## src/rtl/core/csipd_pkg.sv

```systemverilog
// types and constants of the presence detector core
`default_nettype none
package csipd_pkg;

    localparam int AMP_W      = 16;
    localparam int PH_W       = 15;
    localparam int TS_W       = 32;
    localparam int CONF_W     = 17;
    localparam int SCORE_W    = 32;
    localparam int IDX_W      = 9;
    localparam int ASUM_W     = 24;
    localparam int STEP_W     = 15;
    localparam int PSUM_W     = 24;
    localparam int DSUM_W     = 19;
    localparam int PCNT_W     = 3;
    localparam int N_W        = 9;
    localparam int S_W        = 24;
    localparam int Q_W        = 48;
    localparam int DIV_NW     = 57;
    localparam int DIV_DW     = 32;
    localparam int DIV_CW     = 6;
    localparam int CFG_IDX_W  = 2;
    localparam int CFG_DATA_W = 32;
    localparam int QDEPTH     = 4;
    localparam int QPTR_W     = 2;

    localparam logic [15:0] PH_HALF = 16'd11520;
    localparam logic [16:0] PH_FULL = 17'd23040;
    localparam logic [CONF_W-1:0] CONF_ONE = 17'd65536;

    // reciprocal of ten, exact for 24-bit dividends
    localparam logic [24:0] DIV10_MUL = 25'd26843546;
    localparam int          DIV10_SH  = 28;

    localparam int NMARKS = 6;
    localparam logic [IDX_W-1:0] PAIR_MARK [NMARKS] = '{
        9'd5, 9'd20, 9'd40, 9'd60, 9'd80, 9'd100
    };

    localparam logic [CFG_IDX_W-1:0] CFG_THRESHOLD = 2'd0;
    localparam logic [CFG_IDX_W-1:0] CFG_CONF_MIN  = 2'd1;

    // one finished frame, or a clear request, handed from front to back
    typedef struct packed {
        logic              clr;
        logic [ASUM_W-1:0] amp_sum;
        logic [IDX_W-1:0]  pos_cnt;
        logic [PSUM_W-1:0] step_sum;
        logic [IDX_W-1:0]  n_items;
        logic [DSUM_W-1:0] pair_sum;
        logic [PCNT_W-1:0] pair_cnt;
        logic [TS_W-1:0]   ts;
    } t_frame_rec;

endpackage
`default_nettype wire

```

## src/rtl/core/csipd_in_if.sv

```systemverilog
// subcarrier word channel
`default_nettype none
interface csipd_in_if;
    logic               valid;
    logic               ready;
    logic               opcode;
    logic [15:0]        amplitude;
    logic signed [14:0] phase;
    logic               last_subcarrier;
    logic [31:0]        timestamp;

    modport source (output valid, opcode, amplitude, phase, last_subcarrier, timestamp,
                    input ready);
    modport sink   (input valid, opcode, amplitude, phase, last_subcarrier, timestamp,
                    output ready);
endinterface
`default_nettype wire

```

## src/rtl/core/csipd_front.sv

```systemverilog
// front end: per-subcarrier accumulation, one word a cycle while the queue is not full
`default_nettype none
module csipd_front import csipd_pkg::*; #(
    parameter int SUBCARRIERS = 128
) (
    input  wire logic  i_clk,
    input  wire logic  i_rst_n,
    csipd_in_if.sink   i_cmd,
    input  wire logic  i_full,
    output logic       o_push,
    output t_frame_rec o_rec
);
    logic [ASUM_W-1:0] r_amp_sum,  n_amp_sum;
    logic [IDX_W-1:0]  r_pos_cnt,  n_pos_cnt;
    logic [PSUM_W-1:0] r_step_sum, n_step_sum;
    logic [PH_W-1:0]   r_prev_ph,  n_prev_ph;
    logic [IDX_W-1:0]  r_idx,      n_idx;
    logic [DSUM_W-1:0] r_pair_sum, n_pair_sum;
    logic [PCNT_W-1:0] r_pair_cnt, n_pair_cnt;
    logic [AMP_W-1:0]  r_pair_amp, n_pair_amp;

    logic               acc;
    logic               take;
    logic signed [15:0] d;
    logic [15:0]        ad;
    logic [16:0]        wr;
    logic [STEP_W-1:0]  step;
    logic               mark_any;
    logic               mark_pair;
    logic [AMP_W-1:0]   pdiff;

    assign i_cmd.ready = !i_full;
    assign acc  = i_cmd.valid && !i_full;
    assign take = r_idx < IDX_W'(SUBCARRIERS);

    always_comb begin
        d    = {i_cmd.phase[PH_W-1], i_cmd.phase} - {r_prev_ph[PH_W-1], r_prev_ph};
        ad   = d[15] ? 16'(-d) : 16'(d);
        wr   = PH_FULL - {1'b0, ad};
        // wrapped step: go the short way round, never below zero
        if (ad > PH_HALF) begin
            step = wr[16] ? '0 : STEP_W'(wr);
        end else begin
            step = STEP_W'(ad);
        end
        mark_any  = 1'b0;
        mark_pair = 1'b0;
        for (int k = 0; k < NMARKS; k++) begin
            if (PAIR_MARK[k] == r_idx) begin
                mark_any = 1'b1;
                if (k > 0) begin
                    mark_pair = 1'b1;
                end
            end
        end
        pdiff = (i_cmd.amplitude > r_pair_amp) ? i_cmd.amplitude - r_pair_amp
                                               : r_pair_amp - i_cmd.amplitude;

        n_amp_sum  = r_amp_sum;
        n_pos_cnt  = r_pos_cnt;
        n_step_sum = r_step_sum;
        n_prev_ph  = r_prev_ph;
        n_idx      = r_idx;
        n_pair_sum = r_pair_sum;
        n_pair_cnt = r_pair_cnt;
        n_pair_amp = r_pair_amp;
        if (take) begin
            if (i_cmd.amplitude != '0) begin
                n_amp_sum = r_amp_sum + ASUM_W'(i_cmd.amplitude);
                n_pos_cnt = r_pos_cnt + 1'b1;
            end
            if (r_idx != '0) begin
                n_step_sum = r_step_sum + PSUM_W'(step);
            end
            n_prev_ph = i_cmd.phase;
            if (mark_pair) begin
                n_pair_sum = r_pair_sum + DSUM_W'(pdiff);
                n_pair_cnt = r_pair_cnt + 1'b1;
            end
            if (mark_any) begin
                n_pair_amp = i_cmd.amplitude;
            end
            n_idx = r_idx + 1'b1;
        end
    end

    assign o_push = acc && (i_cmd.opcode || i_cmd.last_subcarrier);

    always_comb begin
        o_rec.clr      = i_cmd.opcode;
        o_rec.amp_sum  = n_amp_sum;
        o_rec.pos_cnt  = n_pos_cnt;
        o_rec.step_sum = n_step_sum;
        o_rec.n_items  = n_idx;
        o_rec.pair_sum = n_pair_sum;
        o_rec.pair_cnt = n_pair_cnt;
        o_rec.ts       = i_cmd.timestamp;
    end

    always_ff @(posedge i_clk) begin
        if (!i_rst_n || (acc && (i_cmd.opcode || i_cmd.last_subcarrier))) begin
            r_amp_sum  <= '0;
            r_pos_cnt  <= '0;
            r_step_sum <= '0;
            r_prev_ph  <= '0;
            r_idx      <= '0;
            r_pair_sum <= '0;
            r_pair_cnt <= '0;
            r_pair_amp <= '0;
        end else if (acc) begin
            r_amp_sum  <= n_amp_sum;
            r_pos_cnt  <= n_pos_cnt;
            r_step_sum <= n_step_sum;
            r_prev_ph  <= n_prev_ph;
            r_idx      <= n_idx;
            r_pair_sum <= n_pair_sum;
            r_pair_cnt <= n_pair_cnt;
            r_pair_amp <= n_pair_amp;
        end
    end
endmodule
`default_nettype wire

```

## src/flat_wrapper.sv

```systemverilog
// flat-port wrapper written by rule: the top's interface ports become plain ports
module csipd_front_flat import csipd_pkg::*;
#(
    parameter int SUBCARRIERS = 128
)
  (i_clk, i_rst_n, i_full, o_push, o_rec, i_cmd_valid, i_cmd_opcode, i_cmd_amplitude, i_cmd_phase, i_cmd_last_subcarrier, i_cmd_timestamp, i_cmd_ready);
  csipd_in_if i_cmd_i ();
  input  wire logic i_clk;
  input  wire logic i_rst_n;
  input  wire logic i_full;
  output logic o_push;
  output t_frame_rec o_rec;
  input wire logic [$bits(i_cmd_i.valid)-1:0] i_cmd_valid;
  input wire logic [$bits(i_cmd_i.opcode)-1:0] i_cmd_opcode;
  input wire logic [$bits(i_cmd_i.amplitude)-1:0] i_cmd_amplitude;
  input wire logic [$bits(i_cmd_i.phase)-1:0] i_cmd_phase;
  input wire logic [$bits(i_cmd_i.last_subcarrier)-1:0] i_cmd_last_subcarrier;
  input wire logic [$bits(i_cmd_i.timestamp)-1:0] i_cmd_timestamp;
  output wire logic [$bits(i_cmd_i.ready)-1:0] i_cmd_ready;
  assign i_cmd_i.valid = i_cmd_valid;
  assign i_cmd_i.opcode = i_cmd_opcode;
  assign i_cmd_i.amplitude = i_cmd_amplitude;
  assign i_cmd_i.phase = i_cmd_phase;
  assign i_cmd_i.last_subcarrier = i_cmd_last_subcarrier;
  assign i_cmd_i.timestamp = i_cmd_timestamp;
  assign i_cmd_ready = i_cmd_i.ready;
  csipd_front #(.SUBCARRIERS(SUBCARRIERS)) u_core (.i_clk(i_clk), .i_rst_n(i_rst_n), .i_cmd(i_cmd_i), .i_full(i_full), .o_push(o_push), .o_rec(o_rec));
endmodule
```

## config.mk

```make
export PLATFORM = sky130hd
export DESIGN_NAME = csipd_front_flat
export DESIGN_NICKNAME = d
export VERILOG_FILES = /design/src/rtl/core/csipd_pkg.sv /design/src/rtl/core/csipd_in_if.sv /design/src/rtl/core/csipd_front.sv /design/src/flat_wrapper.sv
export SDC_FILE = /design/constraint.sdc
export NUM_CORES = 1
export LEC_CHECK = 0
export BUFFER_PORTS_ARGS = -buffer_cell sky130_fd_sc_hd__buf_2
export CORE_MARGIN = 2
export CORE_UTILIZATION = 46
export CTS_BUF_LIST = sky130_fd_sc_hd__clkbuf_4
export DETAILED_ROUTE_END_ITERATION = 10
export PLACE_DENSITY = 0.7
export SETUP_SLACK_MARGIN = 0.1
export SYNTH_ARGS = -nofsm -noshare
export SYNTH_HDL_FRONTEND = slang
export SYNTH_SLANG_ARGS = --single-unit
```

## constraint.sdc

```tcl
create_clock -name i_clk -period 8.4 [get_ports i_clk]
set_input_delay 1.26 -clock i_clk [delete_from_list [all_inputs] [get_ports i_clk]]
set_output_delay 1.26 -clock i_clk [all_outputs]
set_load 0.03 [all_outputs]
```

# Word-level counts from Yosys, hierarchy flattened
# Index checks and enable logic that the tools add are counted.
# word_totals
register_bits	119
inputBits	69
word_cells	64
# classes
addsub	11
magnitude_cmp	3
n_eq_ne	6
n_mux	26
reduce_logical	10
# ops
op	count
$mux W24	4
$mux W19	2
$mux W16	2
$sub A16 B16 Y16	2
$mux W15	2
$mux W9	3
$add A24 B15 Y24	1
$add A24 B16 Y24	1
$add A19 B16 Y19	1
$add A9 B1 Y9 const B	2
$eq A6 B9 Y1 const A	2
$eq A7 B9 Y1 const A	2
$sub A15 B16 Y17 const A	1
$gt A16 B14 Y1 const B	1
$gt A16 B16 Y1	1
$neg A16 Y16	1
$reduce_bool A16 Y1	1
$sub A15 B15 Y16	1
$mux W1	11
$eq A3 B9 Y1 const A	1
$eq A5 B9 Y1 const A	1
$lt A9 B8 Y1 const B	1
$reduce_bool A9 Y1	1
$mux W3	2
6 further kinds	9

# Depth between registers and ports, before layout
# logic_depth
ltp_word	9
mapped_depth	32
depth_no_buf	29

# Least setup slack after synthesis
# OpenSTA, ideal clock, no wires.
# synth_path
path_type	input port to output port
from	input i_cmd_phase[0]
to	output o_rec[85] in the netlist's numbering
arrival_ns	7.227
setup_slack_ns	-0.087
stages	29
n_path_buf	1
path_cell_list	inv_1 -> ha_1 -> inv_1 -> fa_1 -> a211oi_4 -> o21ai_2 -> a2111oi_4 -> nor3_1 -> o211ai_1 -> o21ai_0 -> xor2_1 -> a21oi_1 -> and2_1 -> a2bb2oi_1 -> clkbuf_1 -> nor2_1 -> ha_1 -> fa_1 -> a21oi_1 -> o21bai_1 -> a21o_1 -> a21o_1 -> a21oi_1 -> o21ai_0 -> a21oi_1 -> o21ai_0 -> nand4_1 -> nor2_1 -> xor2_1
# synth_rtl
element	line	source
start, declared	flat_wrapper.sv:16	input wire logic [$bits(i_cmd_i.phase)-1:0] i_cmd_phase;
end, declared	flat_wrapper.sv:12	output t_frame_rec o_rec;

==> metrics.cfg <==
[timing]
setup_viol=0
period_needed_ns=8.15
fin_ws_ns=0.245
skew_ns=0.0313
worst_pin_slew_ns=0.982
post-route-period-util=0.971
fmax_ghz=0.123
rsz0062_at_grt=true
hold_ws_ns=0.464
drv_slew=0
finalHoldViolCount=0
relSlewSlack=0.345
setup_tns_ns=0

[placement]
port_buffers=127
dp_cells=1953
dp_hpwl_um=22100
dp_slack_ns=-0.349
gp_congestion=0.923
placed_cell_area_um2=12300

[setup_path]
cp-endpoint=o_rec[78]
cpMostUsedCell=buf_4
crit_fanout=6
slowest_stage=fa_2
reg2reg_slack_ns=2.03
regToRegStartpoint=u_core.r_prev_ph[0]
rr_worst_depth=31
setup.worst_path.start_class=input port
worstSetupPathType=in2out
critPathMaxStageDelay_ns=0.41
endpoint_kind=output port
arrival_ns=6.89
r2r_end=u_core.r_step_sum[22]
crit_start=i_cmd_phase[0]
cp.required_ns=7.14

[synth]
ys_dominant_reg_cell=dfxtp_1
ys_ff_latch=119
synth_seq_area_share=0.212
syn-instance-count=1537
ys_warn_count=0
synth_area_per_cell_um2=7.32
synth_top_area_cell=dfxtp_1
ys_async_sr_fraction=0
syn-num-nets=1714
yosysUniqueCellTypes=75
yosysTopAreaCellShare=0.212
synth_area_um2=11200
synthTopCellsByArea=dfxtp_1 21%, ha_1 11%, nand2_1 6.5%
synth_edf_count=0

[routing]
first_pass_iters=5
ant_nets=0
drt_iter0_markers=562
vias_per_cell=5.44
num_vias=10900
routed_wl_um=30000
routedWlPerCell_um=15.0
drc=0

[cts]
cts.sinks=119
cts_hold_buf=0
clock_path_buffers=2
clk_pin_slew_ns=0.12
cts_buffers=17
clk_latency_ns=0.55
htree_levels=4
clock-root-buffer=clkbuf_4
tritoncts=done

[global_route]
grt_pass1_vias=10300
grt_max_degree=83
antenna_found_initial=3
grt_use_total=0.230
grt-ovfl-total=0
grt_pass1_wl_um=49500

[die]
coreArea_um2=24200
die_w_um=160
row_count=57
die_h_um=160
io_pins=192
initial_core_util=0.465
die_area_um2=25700

[pwr]
power.density_nw_per_um2=150
ir_worst_vdd_uv=99.2
p_leak_nw=5.83
p_total_mw=1.94

[status]
run_status=finished, final reports clean

[final_layout]
nets=1838
drive_gt1_frac=0.193
instances_no_fill=2000
syn_to_final_growth_pct=15.0
design_area_um2=12900
utilization=0.535

[min_path]
min_path_type=reg2reg

[flow_run]
cap_violations=0

cells in the final DEF, fill, tap and decap left out, drive strengths merged, types with 7 or more instances in the layout:
master / synthesis / layout
clkinv: 0 / 8
and2: 11 / 11
xor2: 65 / 65
a31oi: 11 / 11
nand2: 194 / 194
nand4: 31 / 31
o21a: 7 / 7
buf: 46 / 207
nor3: 52 / 52
o31ai: 17 / 17
or3: 15 / 15
inv: 87 / 87
or4: 7 / 7
mux2i: 9 / 9
a21o: 53 / 53
o211ai: 8 / 8
ha: 102 / 102
nor2: 171 / 171
nand3: 35 / 35
nor2b: 8 / 8
xnor2: 76 / 76
mux2: 21 / 21
o21ai: 77 / 77
a211oi: 9 / 9
o21bai: 16 / 16
and3: 13 / 13
dfxtp: 119 / 119
a21oi: 135 / 135
nor4: 11 / 11
clkbuf: 57 / 19
synthesized netlist by cell type (4+ instances only):
cell type	n
a211oi_1	7
a21o_1	53
a21oi_1	133
a221oi_1	4
a31oi_1	11
and2_1	11
and3_1	13
buf_1	8
buf_4	34
clkbuf_1	56
dfxtp_1	119
fa_1	6
ha_1	102
inv_1	87
mux2_2	21
mux2i_1	9
nand2_1	194
nand2b_1	6
nand3_1	35
nand4_1	30
nor2_1	170
nor2b_1	8
nor3_1	51
nor3b_1	6
nor4_1	11
o211a_1	4
o211ai_1	8
o21a_1	7
o21ai_0	70
o21ai_1	6
o21bai_1	16
o31ai_1	17
or2_2	4
or3_1	15
or4_1	6
xnor2_1	76
xor2_1	65
worst max-delay path: cells and delay by family:
family                     cells  cell delay (ns)
AOI/OAI and AO/OA             17             2.95
buffers and inverters         10             1.32
adders and majority gates      3             0.74
and+or+nand+nor                2             0.46
xor gates and xnor gates       1             0.14
timing repair:
action | 4_1_cts | 5_1_grt
gates cloned | 0 | 0
resized for setup | 15 | 63
setup endpoints to repair | 10 | 17
pin swaps | 7 | 48
setup buffers | 6 | 7
report_power, final:
| group | switching (mW) | internal [mW] | total [mW] |
|---|---|---|---|
| registers | 0.0112 | 0.578 | 0.589 |
| logic | 0.548 | 0.391 | 0.938 |
| clock network | 0.240 | 0.171 | 0.410 |
| total | 0.799 | 1.14 | 1.94 |
cell families after synthesis:
kind of cell	Yosys count	synth area share
mux	30	0.0290
simple gates	571	0.232
fa+ha+maj	108	0.124
buf+inv	190	0.0764
other cells	1	0.000333
compound gates	377	0.217
xor+xnor	141	0.110
flops	119	0.212
worst min path at each step:
stage / cells after the start / endpoint / startpoint / slack [ns]
finish: 2 / u_core.r_prev_ph[8] / u_core.r_prev_ph[8] / 0.46
global route: 2 / u_core.r_prev_ph[10] / u_core.r_prev_ph[10] / 0.49
CTS: 2 / u_core.r_prev_ph[9] / u_core.r_prev_ph[9] / 0.47
detailed placement: 2 / u_core.r_prev_ph[9] / u_core.r_prev_ph[9] / 0.45
global placement: 2 / u_core.r_prev_ph[5] / u_core.r_prev_ph[5] / 0.44
floorplan: 2 / u_core.r_prev_ph[10] / u_core.r_prev_ph[10] / 0.44
cell type report:
type                    count  area [um^2]
diodes                      4         10.0
repair buffers            208         1300
multi-input cells        1228         8270
clock buffers              18          135
clock inverters            12          113
inverters                  87          329
flip-flops and latches    119         2380
fillers                  2300        11200
well taps                 324          405
layer usage:
layer	GRT usage	up-vias	share of wire
met2	0.407	219	0.49
met3	0.0400	41	0.041
met1	0.285	5038	0.45
met5	0	-	0.00043
met4	0.0717	2	0.018
li1	-	5572	-
flip-flops by register name, summed over array words and instances, names as in the netlist:
signal	count
u_core.r_pos_cnt	9
u_core.r_pair_sum	19
u_core.r_step_sum	24
u_core.r_prev_ph	15
u_core.r_amp_sum	24
u_core.r_pair_cnt	3
u_core.r_idx	9
u_core.r_pair_amp	16
(Power assumes the default switching activity.)
