`src/rtl/core/csipd_pkg.sv`:
```
// types and constants of the presence detector core
`default_nettype none
package csipd_pkg;

    localparam int AMP_W      = 16;
    localparam int PH_W       = 15;
    localparam int TS_W       = 32;
    localparam int CONF_W     = 17;
    localparam int SCORE_W    = 32;
    localparam int IDX_W      = 9;
    localparam int ASUM_W     = 24;
    localparam int STEP_W     = 15;
    localparam int PSUM_W     = 24;
    localparam int DSUM_W     = 19;
    localparam int PCNT_W     = 3;
    localparam int N_W        = 9;
    localparam int S_W        = 24;
    localparam int Q_W        = 48;
    localparam int DIV_NW     = 57;
    localparam int DIV_DW     = 32;
    localparam int DIV_CW     = 6;
    localparam int CFG_IDX_W  = 2;
    localparam int CFG_DATA_W = 32;
    localparam int QDEPTH     = 4;
    localparam int QPTR_W     = 2;

    localparam logic [15:0] PH_HALF = 16'd11520;
    localparam logic [16:0] PH_FULL = 17'd23040;
    localparam logic [CONF_W-1:0] CONF_ONE = 17'd65536;

    // reciprocal of ten, exact for 24-bit dividends
    localparam logic [24:0] DIV10_MUL = 25'd26843546;
    localparam int          DIV10_SH  = 28;

    localparam int NMARKS = 6;
    localparam logic [IDX_W-1:0] PAIR_MARK [NMARKS] = '{
        9'd5, 9'd20, 9'd40, 9'd60, 9'd80, 9'd100
    };

    localparam logic [CFG_IDX_W-1:0] CFG_THRESHOLD = 2'd0;
    localparam logic [CFG_IDX_W-1:0] CFG_CONF_MIN  = 2'd1;

    // one finished frame, or a clear request, handed from front to back
    typedef struct packed {
        logic              clr;
        logic [ASUM_W-1:0] amp_sum;
        logic [IDX_W-1:0]  pos_cnt;
        logic [PSUM_W-1:0] step_sum;
        logic [IDX_W-1:0]  n_items;
        logic [DSUM_W-1:0] pair_sum;
        logic [PCNT_W-1:0] pair_cnt;
        logic [TS_W-1:0]   ts;
    } t_frame_rec;

endpackage
`default_nettype wire

```
`src/rtl/core/csipd_fifo.sv`:
```
// short queue of frame records between front and back
`default_nettype none
module csipd_fifo import csipd_pkg::*; (
    input  wire logic       i_clk,
    input  wire logic       i_rst_n,
    input  wire logic       i_push,
    input  t_frame_rec      i_rec,
    input  wire logic       i_pop,
    output logic            o_full,
    output logic            o_empty,
    output t_frame_rec      o_rec
);
    t_frame_rec      r_buf [QDEPTH];
    logic [QPTR_W:0] r_wp;
    logic [QPTR_W:0] r_rp;

    always_ff @(posedge i_clk) begin
        if (!i_rst_n) begin
            r_wp <= '0;
            r_rp <= '0;
        end else begin
            if (i_push) begin
                r_buf[r_wp[QPTR_W-1:0]] <= i_rec;
                r_wp <= r_wp + 1'b1;
            end
            if (i_pop) begin
                r_rp <= r_rp + 1'b1;
            end
        end
    end

    assign o_empty = r_wp == r_rp;
    assign o_full  = (r_wp[QPTR_W] != r_rp[QPTR_W]) &&
                     (r_wp[QPTR_W-1:0] == r_rp[QPTR_W-1:0]);
    assign o_rec   = r_buf[r_rp[QPTR_W-1:0]];
endmodule
`default_nettype wire

```
`config.mk`:
```
export PLATFORM = sky130hd
export DESIGN_NAME = csipd_fifo
export DESIGN_NICKNAME = d
export VERILOG_FILES = /design/src/rtl/core/csipd_pkg.sv /design/src/rtl/core/csipd_fifo.sv
export SDC_FILE = /design/constraint.sdc
export NUM_CORES = 1
export LEC_CHECK = 0
export ABC_AREA = 1
export ABC_CLOCK_PERIOD_IN_PS = 22000
export BUFFER_PORTS_ARGS = -buffer_cell sky130_fd_sc_hd__buf_2
export CORE_MARGIN = 2
export CORE_UTILIZATION = 45
export DETAILED_ROUTE_END_ITERATION = 16
export GPL_ROUTABILITY_DRIVEN = 0
export PLACE_DENSITY = 0.69
export SLEW_MARGIN = 20
export SYNTH_ARGS = -nofsm -noshare
export SYNTH_HDL_FRONTEND = slang
export SYNTH_SLANG_ARGS = --single-unit
```
`constraint.sdc`:
```
create_clock -name i_clk -period 22 [get_ports i_clk]
set_clock_uncertainty 0.15 [all_clocks]
set_input_delay 4.4 -clock i_clk [delete_from_list [all_inputs] [get_ports i_clk]]
set_output_delay 4.4 -clock i_clk [all_outputs]
set_load 0.1 [all_outputs]
```
==> Word level (Yosys, flattened, before mapping) <==
Memory sizes are Yosys's and may differ from the RTL's. A register that Yosys moved wholly into a read port is not among the register bits.
Cells that the tools add are included.
{ "classes": {"addsub": 2, "reduce_logical": 1, "muxes": 5, "n_eq_ne": 3} }
{ "op_table": {"columns": ["operator", "n"], "rows": [
  ["adder 3 x 1 -> 3 bit (second input constant)", 2],
  ["2-to-1 mux 2 bit", 2],
  ["equality test 3 bit", 1],
  ["2-to-1 mux 1 bit", 3],
  ["equality test 2 bit", 1],
  ["logical AND 1 bit", 1],
  ["inequality test 1 bit", 1]
]} }
{ "totals": {"out_inout_bits": 123, "inputBits": 125, "ramBits": 484, "elab_cells": 14, "regBits": 6, "mem_count": 1} }
{ "memory_table": {"columns": ["memory", "depth", "word_bits", "rd", "rd_clocked_by_memory_dff", "wr", "line_no", "source"], "rows": [
  ["r_buf", 4, 121, 1, 1, 1, "csipd_fifo.sv:13", "t_frame_rec r_buf [QDEPTH];"]
]} }

==> Logic depth before layout (Yosys ltp) <==
Gate-level depths: netlist (run 1).
{ "depth": {"word_depth": 3, "ltp_mapped": 6, "depth_no_buf": 5} }

==> Worst setup path before layout (run 1) <==
OpenSTA, ideal clock, no wires.
{ "synth_path": {"path_type": "input-to-reg", "start": "input i_rst_n", "end": "memory r_buf[0][0] in the netlist's numbering, enable pin", "stages": 2, "arrival_ns": 9.506, "required_time_ns": 21.248, "setup_time_ns": 0.602, "path_slack_ns": 11.742, "path_buffers": 0, "path_cell_list": "nand2_1 nor2_1"} }
{ "synth_between": {"elab_chain_cells": 2} }
{ "synth_rtl": {"columns": ["element", "line_no", "source"], "rows": [
  ["start, declared", "csipd_fifo.sv:5", "input wire logic i_rst_n,"],
  ["2-to-1 mux 1 bit", "csipd_fifo.sv:18", "if (!i_rst_n) begin"],
  ["2-to-1 mux 1 bit (implied by the code)", "csipd_fifo.sv:23", "r_buf[r_wp[QPTR_W-1:0]] <= i_rec;"],
  ["end, declared", "csipd_fifo.sv:13", null]
]} }
Every way passes these cells.

==> summary.json, run 1 <==
{
  "critical_path": {
    "regToRegStartpoint": "r_wp[0]",
    "timing.critical_path.from_type": "flop",
    "worstPathCellList": "buf_4 -> buf_4 -> o211ai_1 -> nand2_1 -> buf_2",
    "crit_fanout": 110,
    "critical-path-max-stage-delay_ns": 0.88,
    "crit_path_end": "o_rec[53]",
    "worstPathBufferInverterCount": 3,
    "r2r-end": "r_buf[0][55]",
    "critical_path.top_delay_family": "buffers and inverters",
    "reg2reg_depth": 6,
    "master_of_the_slowest_instance_on_the_critical_path": "sky130_fd_sc_hd__buf_4",
    "critical_path_cell_count": 5,
    "critical_path.endpoint_type": "output port",
    "path_class": "flop to output port",
    "cp.arrival_ns": 3.55,
    "worst_path_most_repeated_cell": "sky130_fd_sc_hd__buf_4",
    "timing.critical_path.required_ns": 17.45,
    "setup.reg_to_reg.worst_slack_ns": 18.97
  },
  "logic_synthesis": {
    "syn_nets": 1596,
    "synth_area_per_cell_um2": 13.44,
    "synth_area_leader_cell": "sky130_fd_sc_hd__edfxtp_1",
    "yosysTopAreaCellShare_pct": 73.79,
    "synth_sequential_area_ratio_pct": 74.60,
    "synth_area_um2": 19700,
    "syn-instance-count": 1466,
    "yosys_register_bits": 492,
    "yosys.cell_types.count": 16,
    "yosys_warnings": 0,
    "synthTopCellsByArea": "sky130_fd_sc_hd__edfxtp_1 (74%), sky130_fd_sc_hd__o211ai_1 (9.2%), sky130_fd_sc_hd__nand2_1 (7.1%)"
  },
  "drt": {
    "post_drt_wl_per_cell_um": 16.61,
    "detailedRoute.firstIterationViolations": 842,
    "via_count": 11310,
    "postRouteWirelength_um": 38570,
    "met1Wirelength_um": 16310,
    "detailroute.wirelength.met3_um": 3091,
    "drt_drc_violations_left": 0,
    "antenna_left": 0,
    "wl_met2_um": 18400,
    "viasPerCell": 4.870,
    "dr.pass1.iters": 5,
    "topRoutingLayerUsed": "met5"
  },
  "floorplanning": {
    "floorplan.initialDensity_pct": 45.63,
    "die-width_um": 213.2,
    "num_rows": 76,
    "fp.coreArea_um2": 43170,
    "floorplan.die.height_um": 213.2,
    "ioPinCount": 248,
    "die_area_um2": 45460
  },
  "global_routing": {
    "number_of_antenna_violations_at_the_first_check_in_global_routing": 7,
    "first_global_vias": 10960,
    "pin_count_of_the_biggest_net_entering_global_routing": 269,
    "first_pass_grt_wire_length_um": 58310,
    "grt_overflow": 0,
    "global_router_s_overall_resource_usage_pct": 16.71
  },
  "hold_path": {
    "hold_path.class": "flop to flop"
  },
  "placement": {
    "detailedPlacementHpwl_um": 21570,
    "io_buffer_count": 247,
    "place_inst": 2230
  },
  "cts": {
    "numCtsBuffers": 50,
    "h-tree-depth": 2,
    "worstSkewPairLatency_ns": 0.56,
    "clockRootBuffer": "sky130_fd_sc_hd__clkbuf_16",
    "clock_sinks": 492,
    "clock_pin_slew_on_the_worst_setup_and_hold_paths_ns": 0.06,
    "clk_path_buf_depth": 3,
    "postCtsSetupRepairBufs": 0,
    "cts_tree": "done",
    "post_cts.resized_instances": 0,
    "ctsHoldBuffers": 0
  },
  "cells_and_area": {
    "finish.net_count": 1828,
    "finalNonFillerCells": 2322,
    "area.growth.synth_to_final_pct": 15.91,
    "layout-drive-gt1-share_pct": 19.70
  },
  "power_and_ir_drop": {
    "intPower_mw": 1.629,
    "switching_share_pct": 30.28,
    "p_leak_nw": 8.761,
    "power.sequential.fraction_pct": 45.6,
    "clock_power_share_pct": 36.1,
    "ir_drop_uv": 83.55,
    "power.net_switching_mw": 0.7075,
    "power_frac_comb_pct": 18.4,
    "power.density_cell_area_nw_per_um2": 102.3
  },
  "timing": {
    "finalHoldViolations": 0,
    "min_period_ns": 8.103,
    "final.setup.tns_ns": 0,
    "max_slew.worst_pin.slew_ns": 1.009,
    "rsz0062_at_grt": "no",
    "max_freq_mhz": 123.4,
    "final-setup-viol-count": 0,
    "relSlewSlack_pct": 32.70,
    "slew_viol_final": 0,
    "period_share_pct": 36.83
  },
  "run_status": {
    "run_status": "finished clean"
  },
  "flow_run": {
    "drv_cap": 0
  }
}
-- cell usage in the layout, fill, tap and decap left out, types with 4 or more instances in the layout --
cell | netlist | layout
sky130_fd_sc_hd__edfxtp_1 | 484 | 484
sky130_fd_sc_hd__nand2_1 | 370 | 370
sky130_fd_sc_hd__inv_1 | 253 | 253
sky130_fd_sc_hd__buf_2 | 24 | 247
sky130_fd_sc_hd__o211ai_1 | 242 | 242
sky130_fd_sc_hd__clkbuf_16 | 0 | 53
sky130_fd_sc_hd__buf_4 | 18 | 12
sky130_fd_sc_hd__clkinv_2 | 0 | 10
sky130_fd_sc_hd__clkbuf_1 | 3 | 9
sky130_fd_sc_hd__clkinv_1 | 0 | 7
sky130_fd_sc_hd__bufinv_16 | 0 | 6
sky130_fd_sc_hd__dfxtp_1 | 8 | 6
sky130_fd_sc_hd__nor2_1 | 9 | 5
sky130_fd_sc_hd__a21oi_1 | 5 | 5
sky130_fd_sc_hd__ha_1 | 5 | 5
sky130_fd_sc_hd__nor2_4 | 0 | 4
sky130_fd_sc_hd__o21ai_0 | 4 | 4
-- per-stage QoR --
step | total power, mW | cell area, um^2 | hold WS (ns) | utilization, % | worst slack (ns)
floorplan | 1.450 | 19700 | 0.3008 | - | 11.74
global placement | 1.511 | 21140 | 0.3095 | 48.98 | 14.57
detailed placement | 1.516 | 21140 | 0.3359 | 48.98 | 14.51
CTS | 2.361 | 22800 | 0.3483 | 52.82 | 13.89
global route | 2.420 | 22830 | 0.3801 | 52.88 | 13.65
finish | 2.336 | 22830 | 0.3369 | 52.89 | 13.90
-- kinds of logic after synthesis --
kind of cell / count (synthesis) / synth area share (%)
buffers and inverters: 335 / 8.251
AO/OA/AOI/OAI: 251 / 9.452
adder cells (fa/ha/maj): 5 / 0.3176
AND/OR/NAND/NOR: 380 / 7.248
flip-flops: 492 / 74.60
XOR/XNOR: 3 / 0.1334
-- worst min path at each step --
stage / from / endpoint / slack (ns) / depth (start not counted)
2_1_floorplan: r_wp[2] / r_wp[2] / 0.30 / 2
3_3_place_gp: r_wp[2] / r_wp[2] / 0.31 / 2
3_5_place_dp: r_wp[2] / r_wp[2] / 0.34 / 2
4_1_cts: r_wp[2] / r_wp[2] / 0.35 / 2
5_1_grt: r_wp[2] / r_wp[2] / 0.38 / 2
6_report: r_wp[2] / r_wp[2] / 0.34 / 2
-- layout make-up --
type,instances,area [um^2]
tap,585,732.0
clock buffer,62,1360
sequential,492,14700
multi-input combinational,639,3408
fill,3584,20340
inverter,254,955.9
clock inverter,28,297.8
timing repair buffer,261,1374
antenna,1,2.502
-- cells in the mapped netlist --
cell                       instances
sky130_fd_sc_hd__buf_6            36
sky130_fd_sc_hd__o21ai_0           4
sky130_fd_sc_hd__buf_4            18
sky130_fd_sc_hd__clkbuf_1          3
sky130_fd_sc_hd__inv_2             1
sky130_fd_sc_hd__nand2_1         370
sky130_fd_sc_hd__inv_1           253
sky130_fd_sc_hd__edfxtp_1        484
sky130_fd_sc_hd__dfxtp_1           8
sky130_fd_sc_hd__buf_2            24
sky130_fd_sc_hd__xnor2_1           3
sky130_fd_sc_hd__o211ai_1        242
sky130_fd_sc_hd__nor2_1            9
sky130_fd_sc_hd__nand3_1           1
sky130_fd_sc_hd__a21oi_1           5
sky130_fd_sc_hd__ha_1              5
-- metal layers --
layer / global-route usage, % / vias up
met3: 5.324 / 63
met4: 4.550 / 12
met5: 0 / -
li1: - / 5577
met1: 21.21 / 5369
met2: 27.72 / 287
-- worst min-delay path: stages (launching register included) --
cell and delay (ns):
sky130_fd_sc_hd__dfxtp_1 0.32, sky130_fd_sc_hd__inv_1 0.06, sky130_fd_sc_hd__a21oi_1 0.06
-- flip-flops by register name, indices dropped and copies added, names as in the netlist, named ones only --
signal,count
r_wp,3
r_rp,3
r_buf,484
-- power by group through the flow --
stage,registers [mW],logic (mW),clock network (mW)
CTS,1.06,0.432,0.864
global route,1.07,0.452,0.901
floorplan,1.08,0.366,0
global placement,1.08,0.427,0
detailed placement,1.08,0.431,0
finish,1.06,0.429,0.843
Power figures use the tool's default switching activity.
==> run 2: changes to the inputs <==
--- a/config.mk
+++ b/config.mk
@@ -6,13 +6,13 @@
 export NUM_CORES = 1
 export LEC_CHECK = 0
 export ABC_AREA = 1
-export ABC_CLOCK_PERIOD_IN_PS = 22000
+export ABC_CLOCK_PERIOD_IN_PS = 7200
 export BUFFER_PORTS_ARGS = -buffer_cell sky130_fd_sc_hd__buf_2
 export CORE_MARGIN = 2
 export CORE_UTILIZATION = 45
 export DETAILED_ROUTE_END_ITERATION = 16
 export GPL_ROUTABILITY_DRIVEN = 0
-export PLACE_DENSITY = 0.69
+export PLACE_DENSITY = 0.72
 export SLEW_MARGIN = 20
 export SYNTH_ARGS = -nofsm -noshare
 export SYNTH_HDL_FRONTEND = slang
==> constraint.sdc (replaced) <==
create_clock -name i_clk -period 7.2 [get_ports i_clk]
set_clock_uncertainty 0.15 [all_clocks]
set_input_delay 1.44 -clock i_clk [delete_from_list [all_inputs] [get_ports i_clk]]
set_output_delay 1.44 -clock i_clk [all_outputs]
set_load 0.1 [all_outputs]
==> run 2 against run 1 <==
- combinational power grew to 3.1 times the previous value
- sequential share of layout area is 0.18 points lower
- power grew to 3.1 times the previous value
- sequential power grew to 3.1 times the previous value
==> summary.json, run 2 (synthesis gave the netlist of run 1 again) <==
{
  "run_status": {
    "run_status": "finished clean"
  },
  "power_and_ir_drop": {
    "p_leak_nw": 8.756,
    "ir_drop_uv": 224.9,
    "power_frac_comb_pct": 18.3,
    "intPower_mw": 5.014,
    "power.density_cell_area_nw_per_um2": 314.3,
    "power.sequential.fraction_pct": 45.2,
    "switching_share_pct": 30.31,
    "clock_power_share_pct": 36.5,
    "power.net_switching_mw": 2.181
  },
  "cts": {
    "post_cts.resized_instances": 0,
    "numCtsBuffers": 50,
    "clock_sinks": 492,
    "worstSkewPairLatency_ns": 0.58,
    "clk_path_buf_depth": 3,
    "ctsHoldBuffers": 0,
    "h-tree-depth": 2,
    "cts_tree": "done",
    "postCtsSetupRepairBufs": 0,
    "clockRootBuffer": "sky130_fd_sc_hd__clkbuf_16",
    "clock_pin_slew_on_the_worst_setup_and_hold_paths_ns": 0.06
  },
  "timing": {
    "period_share_pct": 61.21,
    "final.setup.tns_ns": 0,
    "final-setup-viol-count": 0,
    "max_freq_mhz": 226.9,
    "max_slew.worst_pin.slew_ns": 0.9931,
    "relSlewSlack_pct": 33.79,
    "final_critical_path_setup_slack_ns": 2.793,
    "slew_viol_final": 0,
    "min_period_ns": 4.407,
    "finalHoldViolations": 0,
    "rsz0062_at_grt": "no"
  },
  "placement": {
    "pre_cts_slack_ns": 3.322,
    "placement.cell_area_um2": 21180,
    "io_buffer_count": 247,
    "detailedPlacementHpwl_um": 21380,
    "place_inst": 2231
  },
  "critical_path": {
    "timing.critical_path.required_ns": 5.61,
    "path_class": "flop to output port",
    "r2r-end": "r_buf[0][25]",
    "crit_fanout": 197,
    "reg2reg_depth": 5,
    "critical_path.endpoint_type": "output port",
    "setup.reg_to_reg.worst_slack_ns": 4.51,
    "cp.arrival_ns": 2.82,
    "timing.critical_path.from_type": "flop",
    "regToRegStartpoint": "r_wp[0]"
  },
  "drt": {
    "via_count": 11520,
    "drt_drc_violations_left": 0,
    "postRouteWirelength_um": 38560,
    "antenna_left": 0,
    "detailedRoute.firstIterationViolations": 807,
    "post_drt_wl_per_cell_um": 16.53,
    "viasPerCell": 4.941,
    "dr.pass1.iters": 5
  },
  "global_routing": {
    "grt_overflow": 0,
    "first_global_vias": 11150,
    "first_pass_grt_wire_length_um": 58350,
    "global_router_s_overall_resource_usage_pct": 16.75,
    "number_of_antenna_violations_at_the_first_check_in_global_routing": 16,
    "pin_count_of_the_biggest_net_entering_global_routing": 198
  },
  "floorplanning": {
    "die_area_um2": 45460,
    "ioPinCount": 248,
    "fp.coreArea_um2": 43170,
    "floorplan.initialDensity_pct": 45.63,
    "floorplan.die.height_um": 213.2,
    "die-width_um": 213.2,
    "num_rows": 76
  },
  "cells_and_area": {
    "layout_common_cells": "sky130_fd_sc_hd__edfxtp_1 (484), sky130_fd_sc_hd__nand2_1 (370), sky130_fd_sc_hd__inv_1 (253)",
    "layout.cell_area.non_filler_um2": 22890,
    "layout-drive-gt1-share_pct": 19.62,
    "largest_register_ff_count": 484,
    "finalNonFillerCells": 2332,
    "mostFrequentLayoutCell": "sky130_fd_sc_hd__edfxtp_1",
    "finish.net_count": 1828,
    "area.growth.synth_to_final_pct": 16.23,
    "num-fill-cells": 3602
  },
  "hold_path": {
    "hold-path-endpoint": "r_wp[2]",
    "hold_path_depth": 2,
    "critical_hold_path_startpoint": "r_wp[2]",
    "hold_path.class": "flop to flop"
  },
  "flow_run": {
    "drv_cap": 0
  }
}
[run 2: worst max-delay path by stage]
stage,depth (start not counted),to,start,slack (ns)
floorplan,2,r_buf[0][0],i_rst_n,-0.1
global placement,4,r_buf[0][64],i_rst_n,3.38
detailed placement,4,r_buf[0][56],i_rst_n,3.32
CTS,4,o_rec[35],flop,2.81
global route,4,o_rec[53],flop,2.61
finish,4,o_rec[53],flop,2.79
[run 2: area by class of cell]
cell class | instances | area (um^2) | share of cell area, %
inverters | 254 | 955.9 | 4.175
clock inverters | 31 | 339.1 | 1.481
clock buffers | 61 | 1356 | 5.924
repair buffers | 261 | 1379 | 6.022
well taps | 585 | 732.0 | 3.197
flip-flops and latches | 492 | 14700 | 64.21
multi-input cells | 639 | 3408 | 14.89
diodes | 9 | 22.52 | 0.09837
[run 2: per-layer routing]
metal  routed length (um)  vias up  global-route usage [%]
met5                   75        -                       0
met4                  719       12                   5.053
met3                 3256       68                   6.295
met2                18460      295                   27.73
met1                16050     5556                   20.45
li1                     -     5591                       -
[run 2: through the flow]
stage	util, %	power (mW)	hold WS, ns
final	53.03	7.195	0.3329
after detailed placement	49.05	4.635	0.3240
after floorplan	-	4.429	0.3008
after global routing	53.01	7.440	0.3537
after CTS	52.98	7.271	0.3317
after global placement	49.05	4.618	0.3126
[run 2: critical path: stages (launching register included)]
cell	delay, ns
sky130_fd_sc_hd__dfxtp_4	0.66
sky130_fd_sc_hd__buf_12	0.50
sky130_fd_sc_hd__o211ai_1	0.22
sky130_fd_sc_hd__nand2_1	0.12
sky130_fd_sc_hd__buf_2	0.43
[run 2: power groups by stage]
| stage | clock (mW) | combinational, mW | sequential (mW) |
|---|---|---|---|
| after floorplan | 0 | 1.12 | 3.31 |
| after global placement | 0 | 1.31 | 3.31 |
| after detailed placement | 0 | 1.32 | 3.31 |
| after CTS | 2.69 | 1.33 | 3.25 |
| after global routing | 2.80 | 1.38 | 3.25 |
| final | 2.63 | 1.32 | 3.25 |
==> run 3: changes to the inputs <==
--- a/config.mk
+++ b/config.mk
@@ -6,13 +6,13 @@
 export NUM_CORES = 1
 export LEC_CHECK = 0
 export ABC_AREA = 1
-export ABC_CLOCK_PERIOD_IN_PS = 7200
+export ABC_CLOCK_PERIOD_IN_PS = 4300
 export BUFFER_PORTS_ARGS = -buffer_cell sky130_fd_sc_hd__buf_2
 export CORE_MARGIN = 2
 export CORE_UTILIZATION = 45
 export DETAILED_ROUTE_END_ITERATION = 16
 export GPL_ROUTABILITY_DRIVEN = 0
-export PLACE_DENSITY = 0.72
+export PLACE_DENSITY = 0.69
 export SLEW_MARGIN = 20
 export SYNTH_ARGS = -nofsm -noshare
 export SYNTH_HDL_FRONTEND = slang
==> constraint.sdc (replaced) <==
create_clock -name i_clk -period 4.3 [get_ports i_clk]
set_clock_uncertainty 0.15 [all_clocks]
set_input_delay 0.86 -clock i_clk [delete_from_list [all_inputs] [get_ports i_clk]]
set_output_delay 0.86 -clock i_clk [all_outputs]
set_load 0.1 [all_outputs]
==> run 3 against run 2 <==
- clock power grew 68%
- core utilization is 0.45 points higher
- global-route usage up 0.83 points
- power grew 68%
- count of clock-buffer cells in the layout up 2
- worst hold slack worse by 0.00095 ns
- sequential power up 68%
- die area stayed put
- non-clock buffer count rose by 9
- first-iteration DRC count up 11%
- sequential share of layout area fell by 0.54 points
- critical path type unchanged
==> summary.json, run 3 (synthesis gave the netlist of run 1 again) <==
{
  "run_status": {
    "run_status": "finished clean"
  },
  "timing": {
    "relSlewSlack_pct": 44.64,
    "finalHoldViolations": 0,
    "min_period_ns": 3.697,
    "max_freq_mhz": 270.5,
    "final-setup-viol-count": 0,
    "max_slew.worst_pin.slew_ns": 0.8285,
    "period_share_pct": 85.97,
    "slew_viol_final": 0,
    "rsz0062_at_grt": "no"
  },
  "critical_path": {
    "critical-path-max-stage-delay_ns": 0.80,
    "worstPathCellList": "buf_4 -> o211ai_1 -> nand2_1 -> buf_2",
    "cp.arrival_ns": 2.69,
    "critical_path.endpoint_type": "output port",
    "timing.critical_path.from_type": "flop",
    "crit_fanout": 56,
    "timing.critical_path.required_ns": 3.29,
    "master_of_the_slowest_instance_on_the_critical_path": "sky130_fd_sc_hd__dfxtp_4",
    "path_class": "flop to output port"
  },
  "floorplanning": {
    "floorplan.die.height_um": 213.2,
    "floorplan.initialDensity_pct": 45.63,
    "die-width_um": 213.2,
    "fp.coreArea_um2": 43170,
    "die_area_um2": 45460,
    "ioPinCount": 248,
    "num_rows": 76
  },
  "cells_and_area": {
    "num-fill-cells": 3531,
    "layout-drive-gt1-share_pct": 20.26,
    "finish.net_count": 1837,
    "layout.cell_area.non_filler_um2": 23090,
    "area.growth.synth_to_final_pct": 17.21,
    "mostFrequentLayoutCell": "sky130_fd_sc_hd__edfxtp_1",
    "largest_register_ff_count": 484,
    "layout_common_cells": "sky130_fd_sc_hd__edfxtp_1 (484), sky130_fd_sc_hd__nand2_1 (370), sky130_fd_sc_hd__inv_1 (253)",
    "fin_util_pct": 53.48
  },
  "flow_run": {
    "drv_cap": 0
  },
  "cts": {
    "clk_path_buf_depth": 3,
    "numCtsBuffers": 50,
    "clock_sinks": 492,
    "clockRootBuffer": "sky130_fd_sc_hd__clkbuf_16",
    "clock_pin_slew_on_the_worst_setup_and_hold_paths_ns": 0.06,
    "worstSkewPairLatency_ns": 0.57,
    "h-tree-depth": 2,
    "cts_tree": "done",
    "postCtsSetupRepairBufs": 0,
    "post_cts.resized_instances": 0,
    "ctsHoldBuffers": 0
  },
  "placement": {
    "detailedPlacementHpwl_um": 23740,
    "placement.cell_area_um2": 21370,
    "io_buffer_count": 247
  },
  "hold_path": {
    "hold_path.class": "flop to flop"
  },
  "drt": {
    "postRouteWirelength_um": 39960,
    "detailedRoute.firstIterationViolations": 898,
    "post_drt_wl_per_cell_um": 17.11,
    "dr.pass1.iters": 8,
    "drt_drc_violations_left": 0,
    "antenna_left": 0,
    "via_count": 11620,
    "viasPerCell": 4.974
  },
  "global_routing": {
    "first_global_vias": 11520,
    "grt_overflow": 0,
    "first_pass_grt_wire_length_um": 61380,
    "pin_count_of_the_biggest_net_entering_global_routing": 107,
    "global_router_s_overall_resource_usage_pct": 17.57,
    "number_of_antenna_violations_at_the_first_check_in_global_routing": 11
  },
  "power_and_ir_drop": {
    "power.density_cell_area_nw_per_um2": 523.7,
    "ir_drop_uv": 366.2,
    "p_leak_nw": 8.859
  }
}
-- run 3: layout make-up --
cell class / instances / area (um^2) / share of cell area (%)
antenna: 4 / 10.01 / 0.04336
clock buffer: 63 / 1404 / 6.081
clock inverter: 29 / 304.0 / 1.317
inverter: 254 / 955.9 / 4.140
multi-input combinational: 639 / 3408 / 14.76
sequential: 492 / 14700 / 63.68
tap: 585 / 732.0 / 3.170
timing repair buffer: 270 / 1572 / 6.807
-- run 3: worst paths after layout --
kind / depth (start not counted) / slack [ns] / from / to
hold / removal: 2 / 0.33 / r_wp[2] / r_wp[2]
hold reg to reg: 2 / 0.33 / r_wp[2] / r_wp[2]
setup reg to reg: 5 / 2.01 / r_wp[0] / r_buf[2][98]
setup / recovery: 4 / 0.60 / flop / o_rec[24]
-- run 3: per-layer routing --
layer,up-vias,part of all wire (%),routed length [um],GRT usage (%)
met3,81,7.4,2941,4.486
met1,5555,43,17000,22.74
met2,363,48,19050,28.86
li1,5604,-,-,-
met4,16,2.2,864,6.178
met5,-,0.25,101,0
-- run 3: where the power goes --
part | internal, mW | switching (mW) | leakage (nW)
clock network | 2.67 | 1.75 | 0.830
logic | 0.354 | 1.86 | 3.56
registers | 5.40 | 0.0545 | 4.46
-- run 3: through the flow --
stage | std cells | setup TNS (ns) | power, mW | hold WS [ns] | setup slack [ns]
6_report | 2336 | 0 | 12.09 | 0.3319 | 0.6033
5_1_grt | 2333 | 0 | 12.49 | 0.3162 | 0.4558
4_1_cts | 2332 | 0 | 12.21 | 0.3014 | 0.5262
3_5_place_dp | 2240 | 0 | 7.782 | 0.3261 | 1.169
3_3_place_gp | 2240 | 0 | 7.759 | 0.3151 | 1.173
2_1_floorplan | 1466 | -147.44 | 7.407 | 0.3008 | -0.4062
-- run 3: worst max-delay path: cells and delay by family (launching register included) --
kind	cells	cell delay, ns
buffers and inverters	2	0.94
flip-flops	1	0.80
AO/OA/AOI/OAI	1	0.24
AND/OR/NAND/NOR	1	0.11
